File: src/sv/line_rasterizer_assert.svh
// Assertion macros for the line rasterizer.
// LR_ASSERT checks a property on every rising edge outside reset.
// LR_ASSERT_ALWAYS checks a property on every rising edge, reset included.
`ifndef LINE_RASTERIZER_ASSERT_SVH
`define LINE_RASTERIZER_ASSERT_SVH
`ifndef SYNTHESIS
`define LR_ASSERT(label, prop) \
    label: assert property (@(posedge i_clk) disable iff (!i_rst_n) prop) \
        else $error("line_rasterizer assertion failed");
`define LR_ASSERT_ALWAYS(label, prop) \
    label: assert property (@(posedge i_clk) prop) \
        else $error("line_rasterizer assertion failed");
`else
`define LR_ASSERT(label, prop)
`define LR_ASSERT_ALWAYS(label, prop)
`endif
`endif

File: src/sv/lr_pkg.sv
`default_nettype none

package lr_pkg;

    // Coordinate, delta and decision widths.
    localparam int COORD_BITS = 12;
    localparam int DELTA_BITS = COORD_BITS + 1;
    localparam int DEC_BITS   = COORD_BITS + 4;

    // Opcodes of an input item.
    localparam logic OP_START = 1'b0;
    localparam logic OP_STEP  = 1'b1;

    typedef logic signed [COORD_BITS-1:0] t_coord;
    typedef logic signed [DEC_BITS-1:0]   t_dec;
    typedef logic [2:0]                   t_octant;

    // Octant codes: major axis, x direction, y direction.
    localparam t_octant OCT_X_PP = 3'd0;
    localparam t_octant OCT_Y_PP = 3'd1;
    localparam t_octant OCT_Y_NP = 3'd2;
    localparam t_octant OCT_X_NP = 3'd3;
    localparam t_octant OCT_X_NN = 3'd4;
    localparam t_octant OCT_Y_NN = 3'd5;
    localparam t_octant OCT_Y_PN = 3'd6;
    localparam t_octant OCT_X_PN = 3'd7;

    typedef struct packed {
        logic   opcode;
        t_coord start_x;
        t_coord start_y;
        t_coord end_x;
        t_coord end_y;
    } t_in_item;

    typedef struct packed {
        t_coord pixel_x;
        t_coord pixel_y;
        logic   last_pixel;
        logic   no_line;
    } t_out_item;

    // Line setup computed from the endpoints of a start item.
    typedef struct packed {
        t_octant octant;
        t_coord  major_end;
        t_dec    decision;
        t_dec    inc_straight;
        t_dec    inc_diagonal;
        logic    last;
    } t_setup;

    // True when the octant steps along y every pixel.
    function automatic logic oct_y_major(t_octant oct);
        logic r;
        unique case (oct)
            OCT_Y_PP, OCT_Y_NP, OCT_Y_NN, OCT_Y_PN: r = 1'b1;
            default:                                r = 1'b0;
        endcase
        return r;
    endfunction

    // True when the octant moves toward smaller x.
    function automatic logic oct_x_neg(t_octant oct);
        logic r;
        unique case (oct)
            OCT_Y_NP, OCT_X_NP, OCT_X_NN, OCT_Y_NN: r = 1'b1;
            default:                                r = 1'b0;
        endcase
        return r;
    endfunction

    // True when the octant moves toward smaller y.
    function automatic logic oct_y_neg(t_octant oct);
        logic r;
        unique case (oct)
            OCT_X_NN, OCT_Y_NN, OCT_Y_PN, OCT_X_PN: r = 1'b1;
            default:                                r = 1'b0;
        endcase
        return r;
    endfunction

endpackage

`default_nettype wire

File: src/sv/lr_setup.sv
`default_nettype none

module lr_setup (
    input  lr_pkg::t_in_item i_item,
    output lr_pkg::t_setup   o_setup
);
    import lr_pkg::*;

    logic signed [DELTA_BITS-1:0] w_dx;
    logic signed [DELTA_BITS-1:0] w_dy;
    logic [DELTA_BITS-1:0]        w_adx;
    logic [DELTA_BITS-1:0]        w_ady;
    t_octant                      w_oct;
    logic                         w_ymaj;
    logic [COORD_BITS-1:0]        w_a;
    logic [COORD_BITS-1:0]        w_b;
    t_dec                         w_two_a;
    t_dec                         w_two_b;
    t_dec                         w_a_ext;

    // Deltas and their magnitudes.
    assign w_dx  = DELTA_BITS'(i_item.end_x) - DELTA_BITS'(i_item.start_x);
    assign w_dy  = DELTA_BITS'(i_item.end_y) - DELTA_BITS'(i_item.start_y);
    assign w_adx = w_dx[DELTA_BITS-1] ? $unsigned(-w_dx) : $unsigned(w_dx);
    assign w_ady = w_dy[DELTA_BITS-1] ? $unsigned(-w_dy) : $unsigned(w_dy);

    // Zone tests in order; equal magnitudes make y the major axis.
    always_comb begin
        priority if (w_dx == 0 && w_dy == 0) begin
            w_oct = OCT_X_PP;
        end else if (w_dx > 0 && w_dy >= 0) begin
            w_oct = (w_adx > w_ady) ? OCT_X_PP : OCT_Y_PP;
        end else if (w_dx <= 0 && w_dy > 0) begin
            w_oct = (w_adx > w_ady) ? OCT_X_NP : OCT_Y_NP;
        end else if (w_dx < 0 && w_dy <= 0) begin
            w_oct = (w_adx > w_ady) ? OCT_X_NN : OCT_Y_NN;
        end else begin
            w_oct = (w_adx > w_ady) ? OCT_X_PN : OCT_Y_PN;
        end
    end

    // Major and minor magnitudes; both fit in COORD_BITS unsigned.
    assign w_ymaj = oct_y_major(w_oct);
    assign w_a    = w_ymaj ? w_ady[COORD_BITS-1:0] : w_adx[COORD_BITS-1:0];
    assign w_b    = w_ymaj ? w_adx[COORD_BITS-1:0] : w_ady[COORD_BITS-1:0];

    assign w_two_a = {{(DEC_BITS-COORD_BITS-1){1'b0}}, w_a, 1'b0};
    assign w_two_b = {{(DEC_BITS-COORD_BITS-1){1'b0}}, w_b, 1'b0};
    assign w_a_ext = {{(DEC_BITS-COORD_BITS){1'b0}}, w_a};

    // Decision variable and its two increments.
    always_comb begin
        o_setup.octant       = w_oct;
        o_setup.major_end    = w_ymaj ? i_item.end_y : i_item.end_x;
        o_setup.decision     = w_two_b - w_a_ext;
        o_setup.inc_straight = w_two_b;
        o_setup.inc_diagonal = w_two_b - w_two_a;
        o_setup.last         = (w_a == '0);
    end

endmodule

`default_nettype wire

File: src/sv/line_rasterizer.sv
`default_nettype none
// Midpoint line rasterizer, all eight octants.
// Input channel (i_in_valid / o_in_ready, i_in_item): a start item carries
// two endpoints and returns the start pixel; a step item returns the next
// pixel along the major axis, with last_pixel set on the end point. A step
// with no line in progress returns no_line with zero coordinates. A start
// abandons any line in progress.
// Output channel (o_out_valid / i_out_ready, o_out_item): one item per
// input item, in order.
// An accepted item waits in the input register until the compute stage
// fires, which a full output register that is not being taken holds off;
// its result is then registered in the output register.
// Throughput: one item per cycle unless stalled. The line state is
// updated in the same cycle the result is registered, so back-to-back
// steps chain directly. Reset clears the line state (no line in progress)
// and empties both registers. When the receiver stalls, the result holds
// in the output register, one more item waits in the input register, and
// o_in_ready then drops until the output is taken.

module line_rasterizer (
    input  wire                 i_clk,
    input  wire                 i_rst_n,
    input  wire                 i_in_valid,
    output logic                o_in_ready,
    input  lr_pkg::t_in_item    i_in_item,
    output logic                o_out_valid,
    input  wire                 i_out_ready,
    output lr_pkg::t_out_item   o_out_item
);
    import lr_pkg::*;

`include "line_rasterizer_assert.svh"

    // Input and output registers.
    logic      r_in_valid, n_in_valid;
    t_in_item  r_in, n_in;
    logic      r_out_valid, n_out_valid;
    t_out_item r_out, n_out;

    // Line state.
    t_coord  r_cur_x, n_cur_x;
    t_coord  r_cur_y, n_cur_y;
    t_coord  r_major_end, n_major_end;
    t_dec    r_decision, n_decision;
    t_dec    r_inc_straight, n_inc_straight;
    t_dec    r_inc_diagonal, n_inc_diagonal;
    t_octant r_octant, n_octant;
    logic    r_active, n_active;

    logic    w_fire;
    t_setup  w_setup;
    logic    w_ymaj;
    logic    w_diag;
    t_coord  w_step_x;
    t_coord  w_step_y;
    t_coord  w_nx;
    t_coord  w_ny;
    t_dec    w_ndec;
    logic    w_step_last;

    // The compute stage fires when it holds an item and the output can take it.
    assign w_fire      = r_in_valid && (!r_out_valid || i_out_ready);
    assign o_in_ready  = !r_in_valid || w_fire;
    assign o_out_valid = r_out_valid;
    assign o_out_item  = r_out;

    lr_setup u_setup (
        .i_item  (r_in),
        .o_setup (w_setup)
    );

    // One midpoint step from the current state.
    assign w_ymaj   = oct_y_major(r_octant);
    assign w_diag   = !r_decision[DEC_BITS-1];
    assign w_step_x = oct_x_neg(r_octant) ? '1 : COORD_BITS'(1);
    assign w_step_y = oct_y_neg(r_octant) ? '1 : COORD_BITS'(1);
    assign w_nx     = r_cur_x + ((!w_ymaj || w_diag) ? w_step_x : '0);
    assign w_ny     = r_cur_y + ((w_ymaj || w_diag) ? w_step_y : '0);
    assign w_ndec   = r_decision + (w_diag ? r_inc_diagonal : r_inc_straight);
    assign w_step_last = w_ymaj ? (w_ny == r_major_end) : (w_nx == r_major_end);

    // Next values of the registers.
    always_comb begin
        n_in_valid     = r_in_valid;
        n_in           = r_in;
        n_out_valid    = r_out_valid;
        n_out          = r_out;
        n_cur_x        = r_cur_x;
        n_cur_y        = r_cur_y;
        n_major_end    = r_major_end;
        n_decision     = r_decision;
        n_inc_straight = r_inc_straight;
        n_inc_diagonal = r_inc_diagonal;
        n_octant       = r_octant;
        n_active       = r_active;

        if (o_in_ready) begin
            n_in_valid = i_in_valid;
            n_in       = i_in_item;
        end

        if (r_out_valid && i_out_ready) begin
            n_out_valid = 1'b0;
        end

        if (w_fire) begin
            n_out_valid = 1'b1;
            priority if (r_in.opcode == OP_START) begin
                n_cur_x        = r_in.start_x;
                n_cur_y        = r_in.start_y;
                n_major_end    = w_setup.major_end;
                n_decision     = w_setup.decision;
                n_inc_straight = w_setup.inc_straight;
                n_inc_diagonal = w_setup.inc_diagonal;
                n_octant       = w_setup.octant;
                n_active       = !w_setup.last;
                n_out.pixel_x    = r_in.start_x;
                n_out.pixel_y    = r_in.start_y;
                n_out.last_pixel = w_setup.last;
                n_out.no_line    = 1'b0;
            end else if (r_active) begin
                n_cur_x    = w_nx;
                n_cur_y    = w_ny;
                n_decision = w_ndec;
                n_active   = !w_step_last;
                n_out.pixel_x    = w_nx;
                n_out.pixel_y    = w_ny;
                n_out.last_pixel = w_step_last;
                n_out.no_line    = 1'b0;
            end else begin
                n_out.pixel_x    = '0;
                n_out.pixel_y    = '0;
                n_out.last_pixel = 1'b0;
                n_out.no_line    = 1'b1;
            end
        end
    end

    // Control and line state are cleared by reset; payload registers are not.
    always_ff @(posedge i_clk) begin
        if (!i_rst_n) begin
            r_in_valid     <= 1'b0;
            r_out_valid    <= 1'b0;
            r_cur_x        <= '0;
            r_cur_y        <= '0;
            r_major_end    <= '0;
            r_decision     <= '0;
            r_inc_straight <= '0;
            r_inc_diagonal <= '0;
            r_octant       <= OCT_X_PP;
            r_active       <= 1'b0;
        end else begin
            r_in_valid     <= n_in_valid;
            r_out_valid    <= n_out_valid;
            r_cur_x        <= n_cur_x;
            r_cur_y        <= n_cur_y;
            r_major_end    <= n_major_end;
            r_decision     <= n_decision;
            r_inc_straight <= n_inc_straight;
            r_inc_diagonal <= n_inc_diagonal;
            r_octant       <= n_octant;
            r_active       <= n_active;
        end
    end

    always_ff @(posedge i_clk) begin
        r_in  <= n_in;
        r_out <= n_out;
    end

    // A no_line result carries zero coordinates and no last flag.
    `LR_ASSERT(a_no_line_zero, (r_out_valid && r_out.no_line) |->
        (r_out.pixel_x == 0 && r_out.pixel_y == 0 && !r_out.last_pixel))
    // Delivering the last pixel of a line ends it.
    `LR_ASSERT(a_last_ends_line, (w_fire && n_out.last_pixel) |=> !r_active)
    // A step with no line in progress leaves the position untouched.
    `LR_ASSERT(a_idle_step_holds, (w_fire && !r_active && r_in.opcode == OP_STEP) |=>
        ($stable(r_cur_x) && $stable(r_cur_y) && !r_active))
    // A held item in the input register is not overwritten while stalled.
    `LR_ASSERT(a_in_reg_holds, (r_in_valid && !w_fire) |=> (r_in_valid && $stable(r_in)))
    // Reset leaves both registers empty.
    `LR_ASSERT_ALWAYS(a_reset_empty, !i_rst_n |=> (!r_in_valid && !r_out_valid && !r_active))

endmodule

`default_nettype wire
File: config.mk
export PLATFORM = sky130hd
export DESIGN_NAME = line_rasterizer
export DESIGN_NICKNAME = d
export VERILOG_FILES = /design/src/sv/lr_pkg.sv /design/src/sv/lr_setup.sv /design/src/sv/line_rasterizer.sv
export VERILOG_INCLUDE_DIRS = /design/src /design/src/sv
export SDC_FILE = /design/constraint.sdc
export NUM_CORES = 1
export LEC_CHECK = 0
export BUFFER_PORTS_ARGS = -buffer_cell sky130_fd_sc_hd__buf_4
export CORE_ASPECT_RATIO = 1.25
export CORE_MARGIN = 3
export CORE_UTILIZATION = 35
export CTS_CLUSTER_DIAMETER = 80
export DETAILED_ROUTE_END_ITERATION = 16
export GPL_TIMING_DRIVEN = 0
export PLACE_DENSITY = 0.48
export SLEW_MARGIN = 25
export SYNTH_ARGS = -nofsm -noshare
export SYNTH_HDL_FRONTEND = slang
export SYNTH_HIERARCHICAL = 1
export SYNTH_SLANG_ARGS = --single-unit
File: constraint.sdc
create_clock -name i_clk -period 10 [get_ports i_clk]
set_input_delay 1 -clock i_clk [delete_from_list [all_inputs] [get_ports i_clk]]
set_output_delay 1 -clock i_clk [all_outputs]
set_load 0.02 [all_outputs]
==> results.md, run 1 <==
* Avg Cell Area, Syn at just over 8 um^2
* Diodes inserted at 0
* Clock Latency Late Sink at 0.46 ns
* Actual slew at the worst max-slew pin at 0.904 ns
* Crit-path slowest cell: xor2_1
* Critical path endpoint category: flop
* Area delta synth->final at 16.1%
* WP data arrival at slightly below 10 ns
* Nets at 1,798
* Fmax at 106 MHz
* Vias in the first global route at 11,131
* Fin crit share at a little over nine tenths
* Design Power at 3.75 mW
* TritonRoute pass-1 iters at 5
* Overflow after GRT at 0
* Drt drc at 0
* Core Area at 35,800 um^2
* Die H at 220 um
* Crit path kind: reg2reg
* Max_cap viols at 0
* Pwr per Cell Area at 252 nW/um^2
* Post-synthesis instance total at 1,553
* Crit-path max FO at 10
* I/O pins at 81
* Synth Area in Simple Gates at 20.4%
* Die area at about 39,000 um^2
* Placed inst area at 14,100 um^2
* Largest stage delay, worst path at 0.56 ns
* WL per Instance at 20.3 um
* DR vias at between 10,000 and 15,000
* Unique masters post-synth at 105
* Starting density of the core at a little over a third
* Total track usage at 22.2%
* Xor/xnor share of the synthesized area at slightly below 7%
* Post-synthesis compound-gate area fraction at 21.5%
* Seq/Total Area, Yosys at between 30% and 40%
* Post-layout util at 41.6%
* PortBufs at 80
* Slew Limit Fails at 0
* Main combinational cell family by area after synthesis: compound AO/OA/AOI/OAI gates
* Worst EP required at 10.39 ns
* Placed wire-length estimate at 35,100 um
* Seq cells post-synth at ~170
* Setup violators final at 0
* P_leak at 6.00 nW
* TritonCTS Buffers at 17
* Unrepaired setup endpoints after global routing: false
* Worst min path class: reg2reg
* Peak VDD IR at between 100 and 150 uV
* Synthesized area at 12,800 um^2
* Slew HR at 39.7%
* Worst path most repeated cell: nand2_1
* Number of synthesis warnings at 6
* Htree depth at 4
* First-pass GRT wire length at about 66,000 um
* Min Tclk post-route at 9.42 ns
* Top_reg_cell synth: dfxtp_1
* Root buffer cell: clkbuf_16
* Clk sinks at ~170
* CTS tree: built
* Fraction of registers with async set/reset at 0%
* Site Rows at 77
* Synth Area in Adders at under 10%
* Setup Skew at 0.0114 ns
* Largest net degree at the start of global routing at 49
* Mux contribution to synthesized area at about 5.3%
* Hold Violations, Final at 0
* Initial antenna violation count at 0
* Final Cell Area at between 10,000 and 15,000 um^2
* Antenna viol nets, final at 0
* RD Place Congestion at 0.885
* CTS clock-pin slew for the worst setup and hold paths at approximately 0.07 ns
* Clock tree buffer depth at 2
* EDFF count, synth at 75
* Outcome: finished, final reports clean
* Share of cells above drive strength 1 at 14.5%
* Die W at 177 um
* Initial DRC count at 766
* Crit path launch type: flop
* Vias/cell at 5.40
* Routed Wire Length at 43,700 um
[synth_stat cells (13+ instances only)]
cell type	n	share of area (%)
a211oi_1	37	2.2
a21o_1	19	1.1
a21oi_1	132	5.1
a31oi_1	18	0.88
buf_4	13	0.76
clkbuf_1	51	1.5
dfxtp_1	90	14
edfxtp_1	75	18
ha_1	77	7.5
inv_1	83	2.4
mux2_2	29	2.5
mux2i_1	32	2.5
nand2_1	195	5.7
nand2b_1	16	0.78
nand3_1	31	1.2
nor2_1	151	4.4
nor2b_1	19	0.93
nor3_1	35	1.4
o21ai_0	77	3.0
or3_1	14	0.68
xnor2_1	66	4.5
xor2_1	33	2.3
[per-layer routing]
metal | vias to the layer above | share of wire [%] | global-route usage, %
met1 | 5517 | 44 | 28.2
met4 | 0 | 2.6 | 6.52
met5 | - | 0 | 0
met3 | 44 | 3.6 | 2.69
li1 | 5792 | - | -
met2 | 255 | 49 | 39.5
[final cells by class]
cell class,count,area (um^2)
well taps,474,593
inverters,88,334
multi-input cells,1221,8260
plain buffers,82,389
repair buffers,89,688
clock inverters,13,150
flip-flops and latches,165,4050
fillers,3731,20900
clock buffers,19,443
[repair_timing]
action | CTS | global route
pin swaps | 1 | 3
hold endpoints to repair | 0 | 0
endpoints found under the setup margin | 4 | 2
setup buffers | 2 | 6
hold buffers | 0 | 0
gates resized for setup | 10 | 17
[cells in the final DEF (no fill, tap or decap), types with 8 or more instances in the layout]
master | Yosys | layout
nand2_1 | 195 | 194
nor2_1 | 151 | 151
a21oi_1 | 132 | 130
buf_4 | 13 | 101
dfxtp_1 | 90 | 90
inv_1 | 83 | 82
o21ai_0 | 77 | 77
ha_1 | 77 | 77
edfxtp_1 | 75 | 75
xnor2_1 | 66 | 60
clkbuf_1 | 51 | 50
a211oi_1 | 37 | 36
nor3_1 | 35 | 35
nand3_1 | 31 | 31
mux2i_1 | 32 | 30
xor2_1 | 33 | 29
mux2_2 | 29 | 29
nor2b_1 | 19 | 19
a21o_1 | 19 | 19
a31oi_1 | 18 | 18
clkbuf_16 | 0 | 17
nand2b_1 | 16 | 16
or3_1 | 14 | 14
o211ai_1 | 12 | 12
and3_1 | 11 | 11
and2_1 | 11 | 11
o21bai_1 | 11 | 11
o2111ai_1 | 10 | 10
buf_1 | 10 | 9
nand4_1 | 9 | 9
maj3_1 | 8 | 8
[stage by stage]
step | setup WS (ns) | std cells | setup TNS (ns) | hold slack (ns)
final | 0.585 | 2151 | 0 | 0.453
after CTS | 0.0675 | 2146 | 0 | 0.453
after global routing | 0.0277 | 2151 | 0 | 0.474
after floorplan | 1.89 | 1557 | 0 | 0.433
after detailed placement | -0.878 | 2112 | -1.61 | 0.444
after global placement | -0.812 | 2111 | -1.38 | 0.439
[final timing paths]
| check | startpoint | end | depth (start not counted) | slack [ns] |
|---|---|---|---|---|
| hold reg to reg | r_inc_straight[5]$_SDFFE_PN0P_ | r_inc_straight[5]$_SDFFE_PN0P_ | 2 | 0.45 |
| setup / recovery | r_in[24]$_DFFE_PP_ | r_decision[12]$_SDFFE_PN0P_ | 37 | 0.58 |
| setup reg to reg | r_in[24]$_DFFE_PP_ | r_decision[12]$_SDFFE_PN0P_ | 37 | 0.58 |
| hold / removal | r_inc_straight[5]$_SDFFE_PN0P_ | r_inc_straight[5]$_SDFFE_PN0P_ | 2 | 0.45 |
[where the power goes]
part / internal [mW] / switching (mW) / leakage, nW / total, mW
clock network: 0.379 / 0.301 / 0.285 / 0.679
registers: 0.762 / 0.0394 / 1.50 / 0.802
logic: 0.857 / 1.41 / 4.21 / 2.27
total: 2.00 / 1.75 / 6.00 / 3.75
[state kept, by name, indices dropped and copies added (netlist names)]
signal,flops
r_active,1
r_in_valid,1
r_decision,16
r_cur_y,12
r_inc_diagonal,16
r_cur_x,12
o_out_item,26
r_in,49
r_major_end,12
r_octant,3
o_out_valid,1
r_inc_straight,16
[cells by family (layout without fill, tap and decap cells)]
family	Yosys count	in the layout
simple gates	549	549
flops	165	165
mux	63	63
buf+inv	171	291
fa+ha+maj	89	89
compound gates	415	415
other cells	1	5
xor+xnor	100	100
[critical path, delay by kind of cell, from the launching register on]
family,cells,cell delay (ns)
buf+inv,4,1.00
xor+xnor,2,0.68
mux,2,0.65
fa+ha+maj,5,1.58
simple gates,12,2.61
flops,1,0.45
compound gates,12,2.35
Note: power is estimated with default switching activity, not from simulation.
==> run 2: changes to the inputs <==
Clock period 10 ns to 11.65 ns, I/O delays scaled along.
==> results.md, run 2 (same netlist as run 1, synthesis figures left out) <==
* Die H at 220 um (unchanged)
* Fmax at 92.6 MHz (-13%)
* WL per Instance at 20.3 um (-0.36%)
* Biggest register: r_in
* FF-to-FF path depth at 40 (+8.1%)
* Max_cap viols at 0 (unchanged)
* Crit path kind: reg2reg
* Diodes inserted at 0 (unchanged)
* CTS tree: built
* Largest stage delay, worst path at 0.73 ns (+0.17 ns)
* Reg2reg start: r_in[24]$_DFFE_PP_
* Net Sw Frac at 46.8% (about the same)
* Site Rows at 77 (unchanged)
* Clk sinks at 165 (unchanged)
* Outcome: finished, final reports clean
* Max reg flops at 49 (unchanged)
* Hold Violations, Final at 0 (unchanged)
* Die W at 177 um (unchanged)
* Antenna viol nets, final at 0 (unchanged)
* Worst min path class: reg2reg
* Multi-input combinational cell area at 8110 um^2 (-1.8%)
* Critical path endpoint category: flop
* Fillers at 3,752 (+0.56%)
* Setup slack, reg-to-reg at 0.85 ns (+0.26 ns)
* Flop pwr share at 21.7% (+0.3 points)
* Core Area at 35,800 um^2 (unchanged)
* Pwr per Cell Area at 216 nW/um^2 (-14%)
* Drt drc at 0 (unchanged)
* Peak VDD IR at 114 uV (-16%)
* Die area at 39,000 um^2 (unchanged)
* Logic pwr share at 59.9% (-0.6 points)
* Area delta synth->final at 14.4%
* Slew Limit Fails at 0 (unchanged)
* Total track usage at 22.1% (-0.086 points)
* PortBufs at 80 (unchanged)
* WP data arrival at 11.18 ns (+1.38 ns)
* P_leak at 5.92 nW (-1.3%)
* Slew HR at 40.0% (+0.30 points)
* Vias in the first global route at 11,100 (-0.28%)
* Hold_sp: r_inc_straight[5]$_SDFFE_PN0P_
* Setup crit start: r_in[24]$_DFFE_PP_
* TritonRoute pass-1 iters at 5 (unchanged)
* Post-CTS setup buffer count at 0 (-2)
* TritonCTS Buffers at 17 (unchanged)
* Reg2reg end: r_decision[12]$_SDFFE_PN0P_
* Worst EP required at 12.03 ns (+1.64 ns)
* Setup violators final at 0 (unchanged)
* Actual slew at the worst max-slew pin at 0.899 ns (-0.00451 ns)
* Crit path to: r_decision[12]$_SDFFE_PN0P_
* Unrepaired setup endpoints after global routing: false
* Crit-path max FO at 10 (unchanged)
* Root buffer cell: clkbuf_16
* Crit path launch type: flop
* CTS clock-pin slew for the worst setup and hold paths at 0.07 ns (about the same)
* Nets at 1,791 (-0.39%)
* Largest net degree at the start of global routing at 49 (unchanged)
* Hold-fix buffers, CTS at 0 (unchanged)
* Internal Pwr Total at 1.69 mW (-16%)
* Initial antenna violation count at 0 (unchanged)
* # resized after CTS at 0 (-10)
* Most frequent cells in the layout: nand2_1, nor2_1, a21oi_1, buf_4, dfxtp_1
* Setup TNS at 0 ns (unchanged)
* Overflow after GRT at 0 (unchanged)
* Htree depth at 4 (unchanged)
* FF/Latch Area at 4050 um^2 (unchanged)
* RD Place Congestion at 0.885 (unchanged)
* Clk pwr share at 18.4% (+0.3 points)
* DR vias at 11,576 (-0.28%)
* I/O pins at 81 (unchanged)
* Final Cell Area at 14,700 um^2 (-1.4%)
* Clock tree buffer depth at 2 (unchanged)
* Worst path most repeated cell: a21oi_1
* CP Buf/Inv Count at 6 (+2)
* Vias/cell at 5.40 (about the same)
* Initial DRC count at 794 (+3.7%)
* Routed Wire Length at 43,400 um (-0.69%)
* Starting density of the core at 35.8% (unchanged)
* Fin crit share at 92.7% (-1.4 points)
* Clock Latency Late Sink at 0.46 ns (about the same)
* Setup Skew at 0.0122 ns (+0.000808 ns)
* Placed wire-length estimate at 35,100 um (unchanged)
* Total net switching power at 1.48 mW (-15%)
* Min Tclk post-route at 10.80 ns (+1.39 ns)
* First-pass GRT wire length at 65,300 um (-0.36%)
* Share of cells above drive strength 1 at 12.9% (-1.6 points)
* WP depth at 40 (+8.1%)
* Crit-path slowest cell: xor2_1
* Commonest non-fill, non-tap cell in the layout: nand2_1
* Top delay family on crit path: compound AO/OA/AOI/OAI gates
* Placed inst area at 14,100 um^2 (unchanged)
## run 2: worst min path at each step
stage	to	cells past startpoint	slack (ns)
global route	r_inc_straight[13]$_SDFFE_PN0P_	2	0.47
CTS	r_inc_straight[12]$_SDFFE_PN0P_	2	0.45
detailed placement	r_inc_straight[12]$_SDFFE_PN0P_	2	0.44
floorplan	r_inc_straight[0]$_SDFFE_PN0P_	2	0.43
global placement	r_inc_straight[2]$_SDFFE_PN0P_	2	0.44
finish	r_inc_straight[5]$_SDFFE_PN0P_	2	0.45
## run 2: worst reg2reg max path: cells and delay by family (launching register included)
| kind | cells | cell delay (ns) |
|---|---|---|
| simple gates | 7 | 1.08 |
| flops | 1 | 0.45 |
| buf+inv | 6 | 1.51 |
| compound gates | 21 | 5.19 |
| xor+xnor | 1 | 0.73 |
| fa+ha+maj | 5 | 1.78 |
## run 2: final cells by class
cell class              count  share of cell area, %
multi-input cells        1221                   55.2
flip-flops and latches    165                   27.6
repair buffers             81                   4.27
well taps                 474                   4.04
clock buffers              19                   3.01
plain buffers              83                   2.66
inverters                  88                   2.26
clock inverters            13                   1.02
## run 2: power by group through the flow
stage | Sequential (mW) | Combinational [mW] | Clock [mW]
after detailed placement | 0.700 | 1.87 | 0
after CTS | 0.688 | 1.88 | 0.600
after floorplan | 0.692 | 1.33 | 0
after global routing | 0.692 | 2.06 | 0.622
after global placement | 0.700 | 1.86 | 0
final | 0.688 | 1.90 | 0.582
## run 2: per-stage QoR
stage	worst slack, ns	cells	util, %	power (mW)	hold slack (ns)
detailed placement	0.772	2112	39.3	2.57	0.444
finish	0.849	2144	41.0	3.17	0.453
floorplan	3.54	1557	-	2.03	0.433
global route	0.0455	2144	41.0	3.38	0.474
CTS	0.688	2144	41.0	3.17	0.453
global placement	0.838	2111	39.2	2.56	0.439
## run 2: layer usage
| layer | GRT usage (%) | vias up | part of all wire [%] |
|---|---|---|---|
| met5 | 0 | - | 0 |
| met4 | 6.63 | 0 | 2.4 |
| met3 | 2.63 | 49 | 3.5 |
| met2 | 39.4 | 240 | 50 |
| met1 | 28.1 | 5502 | 44 |
| li1 | - | 5785 | - |
